$ cat config.mk
export PLATFORM = sky130hd
export DESIGN_NAME = leb128_codec
export DESIGN_NICKNAME = d
export VERILOG_FILES = /design/src/hdl/leb_pkg.sv /design/src/hdl/leb_dec.sv /design/src/hdl/leb128_codec.sv
export SDC_FILE = /design/constraint.sdc
export NUM_CORES = 1
export LEC_CHECK = 0
export BUFFER_PORTS_ARGS = -buffer_cell sky130_fd_sc_hd__clkbuf_2
export CAP_MARGIN = 20
export CORE_ASPECT_RATIO = 0.8
export CORE_MARGIN = 4
export CORE_UTILIZATION = 62
export CTS_BUF_LIST = sky130_fd_sc_hd__clkbuf_16
export CTS_CLUSTER_DIAMETER = 60
export DETAILED_ROUTE_END_ITERATION = 8
export GPL_TIMING_DRIVEN = 0
export HOLD_SLACK_MARGIN = 0.05
export PLACE_DENSITY = 0.95
export REMOVE_ABC_BUFFERS = 1
export SYNTH_ARGS = -nofsm -noshare
export SYNTH_HDL_FRONTEND = slang
export SYNTH_SLANG_ARGS = --single-unit
$ cat constraint.sdc
create_clock -name clk -period 7.52 [get_ports clk]
set_input_delay 1.88 -clock clk [delete_from_list [all_inputs] [get_ports clk]]
set_output_delay 1.88 -clock clk [all_outputs]
set_load 0.05 [all_outputs]
$ cat src/hdl/leb_pkg.sv
// ----------------------------------------------------------------------------
// leb_pkg: shared types and constants for the LEB128 codec
// Widths of the stream ports, operation and kind codes, decoder input and result bundles.
// ----------------------------------------------------------------------------
package leb_pkg;

    // Width of a decoded or encoded value, 8 to 64
    localparam int VALUE_WIDTH = 64;
    localparam int SHIFT_W     = $clog2(VALUE_WIDTH + 7);

    // Port widths: tdata carries byte and value, padded to whole bytes
    localparam int S_DATA_W = ((8 + 64 + 7) / 8) * 8;
    localparam int M_DATA_W = ((64 + 8 + 7) / 8) * 8;
    localparam int S_USER_W = 2;
    localparam int M_USER_W = 2;

    // Operation codes
    localparam logic [1:0] OP_UDEC = 2'd0;
    localparam logic [1:0] OP_SDEC = 2'd1;
    localparam logic [1:0] OP_ENC  = 2'd2;

    // Result kinds
    localparam logic KIND_VALUE = 1'b0;
    localparam logic KIND_BYTE  = 1'b1;

    // Byte field constants
    localparam logic [6:0] PAYLOAD_ONES = 7'h7f;

    typedef logic [VALUE_WIDTH-1:0] value_t;

    typedef struct packed {
        logic [7:0] data;
        logic       sgn;
    } dec_in_t;

    typedef struct packed {
        value_t value;
        logic   ovf;
    } dec_res_t;

endpackage

$ cat src/hdl/leb_dec.sv
// ----------------------------------------------------------------------------
// leb_dec: LEB128 decode state and per-byte update
// Holds accumulator, running shift and overflow flag; gives the finished
// value for a final byte and advances the state when told to step.
// ----------------------------------------------------------------------------
module leb_dec (
    input  logic             clk,
    input  logic             rst_n,
    input  logic             step,
    input  leb_pkg::dec_in_t din,
    output leb_pkg::dec_res_t res
);
    import leb_pkg::*;

    typedef logic [VALUE_WIDTH+6:0] wide_t;

    value_t             acc_reg;
    logic [SHIFT_W-1:0] shift_reg;
    logic               lost_reg;

    logic [6:0]         payload;
    logic               final_byte;
    logic               sgn_final;
    logic               in_range;
    wide_t              pay_wide;
    wide_t              ones_wide;
    value_t             acc_or;
    value_t             fill;
    value_t             acc_new;
    logic [6:0]         dropped;
    logic [6:0]         dropped_ones;
    logic [6:0]         expect_bits;
    logic [SHIFT_W:0]   top_pos;
    logic               fill_en;
    logic               lost_new;

    always_comb
    begin
        payload      = din.data[6:0];
        final_byte   = !din.data[7];
        sgn_final    = final_byte && din.sgn;
        in_range     = shift_reg < SHIFT_W'(VALUE_WIDTH);
        pay_wide     = wide_t'(payload) << shift_reg;
        ones_wide    = wide_t'(PAYLOAD_ONES) << shift_reg;
        acc_or       = acc_reg | (in_range ? pay_wide[VALUE_WIDTH-1:0] : '0);
        // bits that land at or above the value width
        dropped      = in_range ? pay_wide[VALUE_WIDTH+6:VALUE_WIDTH] : payload;
        dropped_ones = in_range ? ones_wide[VALUE_WIDTH+6:VALUE_WIDTH] : PAYLOAD_ONES;
        top_pos      = (SHIFT_W+1)'(shift_reg) + (SHIFT_W+1)'(7);
        fill_en      = sgn_final && din.data[6] && (top_pos < (SHIFT_W+1)'(VALUE_WIDTH));
        fill         = {VALUE_WIDTH{1'b1}} << top_pos;
        acc_new      = fill_en ? (acc_or | fill) : acc_or;
        // signed end byte: dropped bits must copy the sign
        expect_bits  = (sgn_final && acc_new[VALUE_WIDTH-1]) ? dropped_ones : 7'd0;
        lost_new     = lost_reg | (dropped != expect_bits);
        res.value    = acc_new;
        res.ovf      = lost_new;
    end

    always_ff @(posedge clk or negedge rst_n)
    begin
        if (!rst_n)
        begin
            acc_reg   <= '0;
            shift_reg <= '0;
            lost_reg  <= 1'b0;
        end
        else if (step)
        begin
            if (final_byte)
            begin
                acc_reg   <= '0;
                shift_reg <= '0;
                lost_reg  <= 1'b0;
            end
            else
            begin
                acc_reg  <= acc_new;
                lost_reg <= lost_new;
                if (in_range)
                begin
                    shift_reg <= shift_reg + SHIFT_W'(7);
                end
            end
        end
    end

endmodule

$ cat src/hdl/leb128_codec.sv
// ----------------------------------------------------------------------------
// leb128_codec: 64-bit LEB128 varint codec
// Unsigned and signed decode one byte per transfer; encode turns one value
// into its minimal byte run.
// ----------------------------------------------------------------------------
//  channel | dir | tdata (low bit up)       | tuser (low bit up)  | tlast
//  s_*     | in  | in_byte, in_value        | operation           | -
//  m_*     | out | out_value, out_byte      | kind, overflow      | last
//
//  The input register can take a new decode byte every cycle while the
//  result register drains.
//  An encode item stays in the input register until its last output byte
//  is emitted; its 1 to 10 bytes come from a 7-bit shift of the held value.
//  Reset clears the decode state and both valid flags.
//  A stalled m_tready holds any item that needs to emit a result.
// ----------------------------------------------------------------------------
module leb128_codec (
    input  logic                          clk,
    input  logic                          rst_n,
    input  logic                          s_tvalid,
    output logic                          s_tready,
    input  logic [leb_pkg::S_DATA_W-1:0]  s_tdata,   // in_byte, in_value
    input  logic [leb_pkg::S_USER_W-1:0]  s_tuser,   // operation
    output logic                          m_tvalid,
    input  logic                          m_tready,
    output logic [leb_pkg::M_DATA_W-1:0]  m_tdata,   // out_value, out_byte
    output logic [leb_pkg::M_USER_W-1:0]  m_tuser,   // kind, overflow
    output logic                          m_tlast
);
    import leb_pkg::*;

    // input register
    logic        in_valid_reg;
    logic [1:0]  op_reg;
    logic [7:0]  byte_reg;
    value_t      val_reg;
    value_t      val_next;

    // result register
    logic        out_valid_reg;
    logic        kind_reg;
    logic [63:0] value_reg;
    logic [7:0]  obyte_reg;
    logic        last_reg;
    logic        ovf_reg;

    logic        out_free;
    logic        done;
    logic        emit;
    logic        dec_step;
    logic        enc_more;
    logic [7:0]  enc_byte;
    dec_in_t     dec_in;
    dec_res_t    dec_res;

    assign out_free = !out_valid_reg || m_tready;
    assign enc_more = |val_reg[VALUE_WIDTH-1:7];
    assign enc_byte = {enc_more, val_reg[6:0]};
    assign dec_in   = '{data: byte_reg, sgn: (op_reg == OP_SDEC)};

    always_comb
    begin
        done     = 1'b0;
        emit     = 1'b0;
        dec_step = 1'b0;
        val_next = val_reg;
        if (in_valid_reg)
        begin
            case (op_reg)
                OP_UDEC, OP_SDEC:
                begin
                    if (byte_reg[7])
                    begin
                        dec_step = 1'b1;
                        done     = 1'b1;
                    end
                    else if (out_free)
                    begin
                        dec_step = 1'b1;
                        done     = 1'b1;
                        emit     = 1'b1;
                    end
                end
                OP_ENC:
                begin
                    if (out_free)
                    begin
                        emit     = 1'b1;
                        done     = !enc_more;
                        val_next = val_reg >> 7;
                    end
                end
                default:
                begin
                    done = 1'b1;
                end
            endcase
        end
    end

    assign s_tready = !in_valid_reg || done;

    leb_dec u_dec (
        .clk   (clk),
        .rst_n (rst_n),
        .step  (dec_step),
        .din   (dec_in),
        .res   (dec_res)
    );

    always_ff @(posedge clk or negedge rst_n)
    begin
        if (!rst_n)
        begin
            in_valid_reg <= 1'b0;
        end
        else if (s_tready)
        begin
            in_valid_reg <= s_tvalid;
        end
    end

    // payload of the input register: load on transfer, shift while encoding
    always_ff @(posedge clk)
    begin
        if (s_tvalid && s_tready)
        begin
            op_reg   <= s_tuser[1:0];
            byte_reg <= s_tdata[7:0];
            val_reg  <= s_tdata[8 +: VALUE_WIDTH];
        end
        else if (emit)
        begin
            val_reg <= val_next;
        end
    end

    always_ff @(posedge clk or negedge rst_n)
    begin
        if (!rst_n)
        begin
            out_valid_reg <= 1'b0;
        end
        else if (emit)
        begin
            out_valid_reg <= 1'b1;
        end
        else if (m_tready)
        begin
            out_valid_reg <= 1'b0;
        end
    end

    always_ff @(posedge clk)
    begin
        if (emit)
        begin
            if (op_reg == OP_ENC)
            begin
                kind_reg  <= KIND_BYTE;
                value_reg <= '0;
                obyte_reg <= enc_byte;
                last_reg  <= !enc_more;
                ovf_reg   <= 1'b0;
            end
            else
            begin
                kind_reg  <= KIND_VALUE;
                value_reg <= 64'(dec_res.value);
                obyte_reg <= '0;
                last_reg  <= 1'b1;
                ovf_reg   <= dec_res.ovf;
            end
        end
    end

    assign m_tvalid = out_valid_reg;
    assign m_tdata  = M_DATA_W'({obyte_reg, value_reg});
    assign m_tuser  = {ovf_reg, kind_reg};
    assign m_tlast  = last_reg;

    // encoded bytes carry a continuation bit exactly when not last
    assert property (@(posedge clk) disable iff (!rst_n)
        (m_tvalid && m_tuser[0] == KIND_BYTE) |-> (m_tlast == !m_tdata[71]))
        else $error("encoded byte continuation bit disagrees with tlast");

    // a decoded value is always a single, final result with no byte
    assert property (@(posedge clk) disable iff (!rst_n)
        (m_tvalid && m_tuser[0] == KIND_VALUE) |-> (m_tlast && m_tdata[71:64] == 8'd0))
        else $error("decoded value result malformed");

    // hold the input while an encode run still has bytes to send
    assert property (@(posedge clk) disable iff (!rst_n)
        (in_valid_reg && op_reg == OP_ENC && enc_more) |-> !s_tready)
        else $error("input taken during an encode run");

    // encoded results carry no overflow
    assert property (@(posedge clk) disable iff (!rst_n)
        (m_tvalid && m_tuser[0] == KIND_BYTE) |-> !m_tuser[1])
        else $error("overflow flagged on an encoded byte");

endmodule
==> results by group <==
Finish
  – Area Growth Syn to Fin: 16.0%
  – Share of layout cells above drive strength 1: 25.9%
  – Antenna fix cells: 0
  – Net count, final: 1165
  – Final Util: 74.0%
  – Filler Cell Count: 1119

Min path
  – HP Start: u_dec.acc_reg[34]
  – Hold Path End: u_dec.acc_reg[34]
  – Worst hold path type: reg -> reg
  – Worst hold path cell count: 2

Timing
  – Final Cycle Share: 64.6%
  – Setup TNS: 0 ns
  – Worst slew pin tran: 1.05 ns
  – Hold_ws: approximately 0.48 ns
  – Setup violators final: 0
  – Fmax achieved: 0.206 GHz
  – Final Critical Period: between 4 and 5 ns
  – Final hold vios: 0
  – RSZ-0062 raised after global routing: false
  – Clock skew: 0.0127 ns
  – Final Max Tran Viols: 0
  – Crit path setup slack, layout: around 2.7 ns
  – Slew headroom: 29.8%

Floorplanning
  – Row count: 42
  – Ports: 155
  – Die width: ~150 µm
  – Die area: 0.0194 mm²
  – Initial Util: a little under two thirds
  – Core region area: 0.0167 mm²
  – DIE HEIGHT: 125 µm

Synth
  – Synth Instances: ~960
  – Dominant cells by area after synthesis: edfxtp_1, dfrtp_1, mux2_2, nor2_1, nand2_1
  – EDFF count, synth: about 150
  – Cell variety after synth: 75
  – Fraction of registers with async set/reset: between 30% and 40%
  – Yosys top cell area share: between 40% and 50%
  – FF+latch count, synth: 223
  – Yosys warns: 0
  – Syn avg cell area: 11.2 µm²
  – Register area share after synthesis: 59.3%
  – Cell area after synthesis: 0.0107 mm²
  – Ys flop type: edfxtp_1
  – Yosys top cell by area: edfxtp_1

Route
  – Routed wire length: 27200 µm
  – Vias: 8383
  – Routed Antenna Nets: 0
  – 1st-iter DRT viols: 1010
  – Via density: 6.35
  – Pre-Repair DR Iteration Count: 6
  – DRC Markers: 0
  – Drt wl/cell: roughly 20 µm

Clocking
  – Hold_buf cts: 0
  – CTS tree: built
  – Clock sink count: around 220
  – Root buffer cell: clkbuf_16
  – Setup bufs post-CTS: 0
  – Num CTS Buffers: 23
  – H-tree levels: 1
  – Clk buf depth: 3
  – Clk_lat worst skew: 0.52 ns
  – Post-CTS Resized: 0
  – Clk slew on worst S/H paths: 0.06 ns

Placed design
  – PortBufs: 154
  – Routability Congestion: 0.940
  – DPL Wire Length: 18900 µm
  – Pre-CTS setup slack: 2.66 ns

Run
  – Max-cap viol count: 0

GRT
  – Initial antenna violation count: 0
  – Largest net degree at the start of global routing: 76
  – Vias in the first global route: approximately 7900
  – GR Layer Usage met1: 39.4%
  – Grt total ovfl: 0
  – Met3 usage: around 6.0%
  – GR Util All Layers: a little over a quarter
  – GR peak layer: met2
  – First-pass GRT wire length: 42700 µm
  – GR Layer Usage met2: 43.1%

Worst setup path
  – Critical path data arrival time: 2.98 ns
  – Critical path fanouts, max: 10
  – Startpoint types: primary input
  – RR Endpoint: value_reg[45]
  – Beginning of the worst register-to-register path: u_dec.shift_reg[1]
  – Reg2reg path depth: 11
  – Critical Path RT: 5.64 ns
  – Crit Path Class: in -> out
  – Worst Setup End Kind: output pin
  – R2R Setup Slk: ~3.2 ns

Pwr
  – Max VDD drop: about 250 µV
  – Lkg Pwr: around 5.0 nW
  – Power density over the cells: 345 mW/mm²

Status
  – Status: finished clean
[critical path: stages]
cell	delay [ns]
clkbuf_2	0.07
nand2b_1	0.21
nor2_1	0.11
mux2_2	0.31
nand2_4	0.11
clkbuf_2	0.28
[area by class of cell]
cell class | count | area (µm²) | area share [%]
Clock buffer | 23 | 576 | 4.65
Clock inverter | 19 | 201 | 1.63
Inverter | 12 | 45.0 | 0.364
Multi-Input combinational cell | 659 | 4010 | 32.4
Sequential cell | 223 | 6330 | 51.1
Tap cell | 220 | 275 | 2.22
Timing Repair Buffer | 165 | 941 | 7.60
[cells in the mapped netlist, drive strengths merged (6+ instances only)]
cell,instances
nor4,18
and3,10
o22ai,12
dfrtp,74
nor3,21
inv,12
buf,22
and2,12
clkbuf,40
nand3,15
nand2b,9
nand4,7
nor2,143
nand2,107
edfxtp,149
o21ai,76
mux2,65
a221oi,11
a21oi,41
a2111oi,6
a211oi,13
[metrics by stage]
stage / instances / cell area, µm² / total power [mW]
after floorplan: 894 / 10400 / 2.64
after global placement: 1268 / 11400 / 3.01
after detailed placement: 1277 / 11600 / 3.06
after CTS: 1319 / 12300 / 4.23
after global routing: 1321 / 12400 / 4.44
final: 1321 / 12400 / 4.27
[worst max path at each step]
stage                  start          to  depth (start not counted)
finish              m_tready    s_tready                          6
detailed placement  m_tready    s_tready                          6
global route        m_tready    s_tready                          6
global placement    m_tready  val_reg[2]                          7
CTS                 m_tready    s_tready                          6
floorplan           m_tready  val_reg[0]                          6
[power by group]
part	internal (mW)	switching (mW)	total, mW	leakage [nW]
clock	0.698	0.474	1.17	0.391
combinational	0.405	0.950	1.36	2.19
sequential	1.56	0.184	1.74	2.44
total	2.66	1.61	4.27	5.02
[metal layers]
layer  up-vias  wire length [µm]
li1       3794                 -
met1      3989             10900
met2       530             12700
met3        70              2940
met4         0               658
met5         -                 0
[cells in the final DEF, fill, tap and decap left out, types with 5 or more instances in the layout]
cell / instances
a2111oi_0: 5
a211oi_1: 12
a21oi_1: 40
a221oi_1: 10
a22o_1: 5
a31oi_1: 5
and2_1: 11
and3_1: 9
clkbuf_16: 23
clkbuf_2: 153
dfrtp_1: 74
edfxtp_1: 149
inv_1: 14
mux2_1: 5
mux2_2: 60
mux2i_1: 5
nand2_1: 106
nand2b_1: 9
nand3_1: 15
nand4_1: 7
nor2_1: 143
nor3_1: 20
nor4_1: 18
o21a_1: 5
o21ai_0: 70
o21ai_1: 6
o22ai_1: 12
[kinds of logic after synthesis]
| kind of cell | Yosys count | synth area share, % |
|---|---|---|
| buffers and inverters | 74 | 3.36 |
| XOR/XNOR | 6 | 0.563 |
| multiplexers | 72 | 7.75 |
| AND/OR/NAND/NOR | 361 | 15.3 |
| flip-flops | 223 | 59.3 |
| AO/OA/AOI/OAI | 217 | 13.4 |
| adder cells (fa/ha/maj) | 3 | 0.352 |
(Power assumes the default switching activity.)
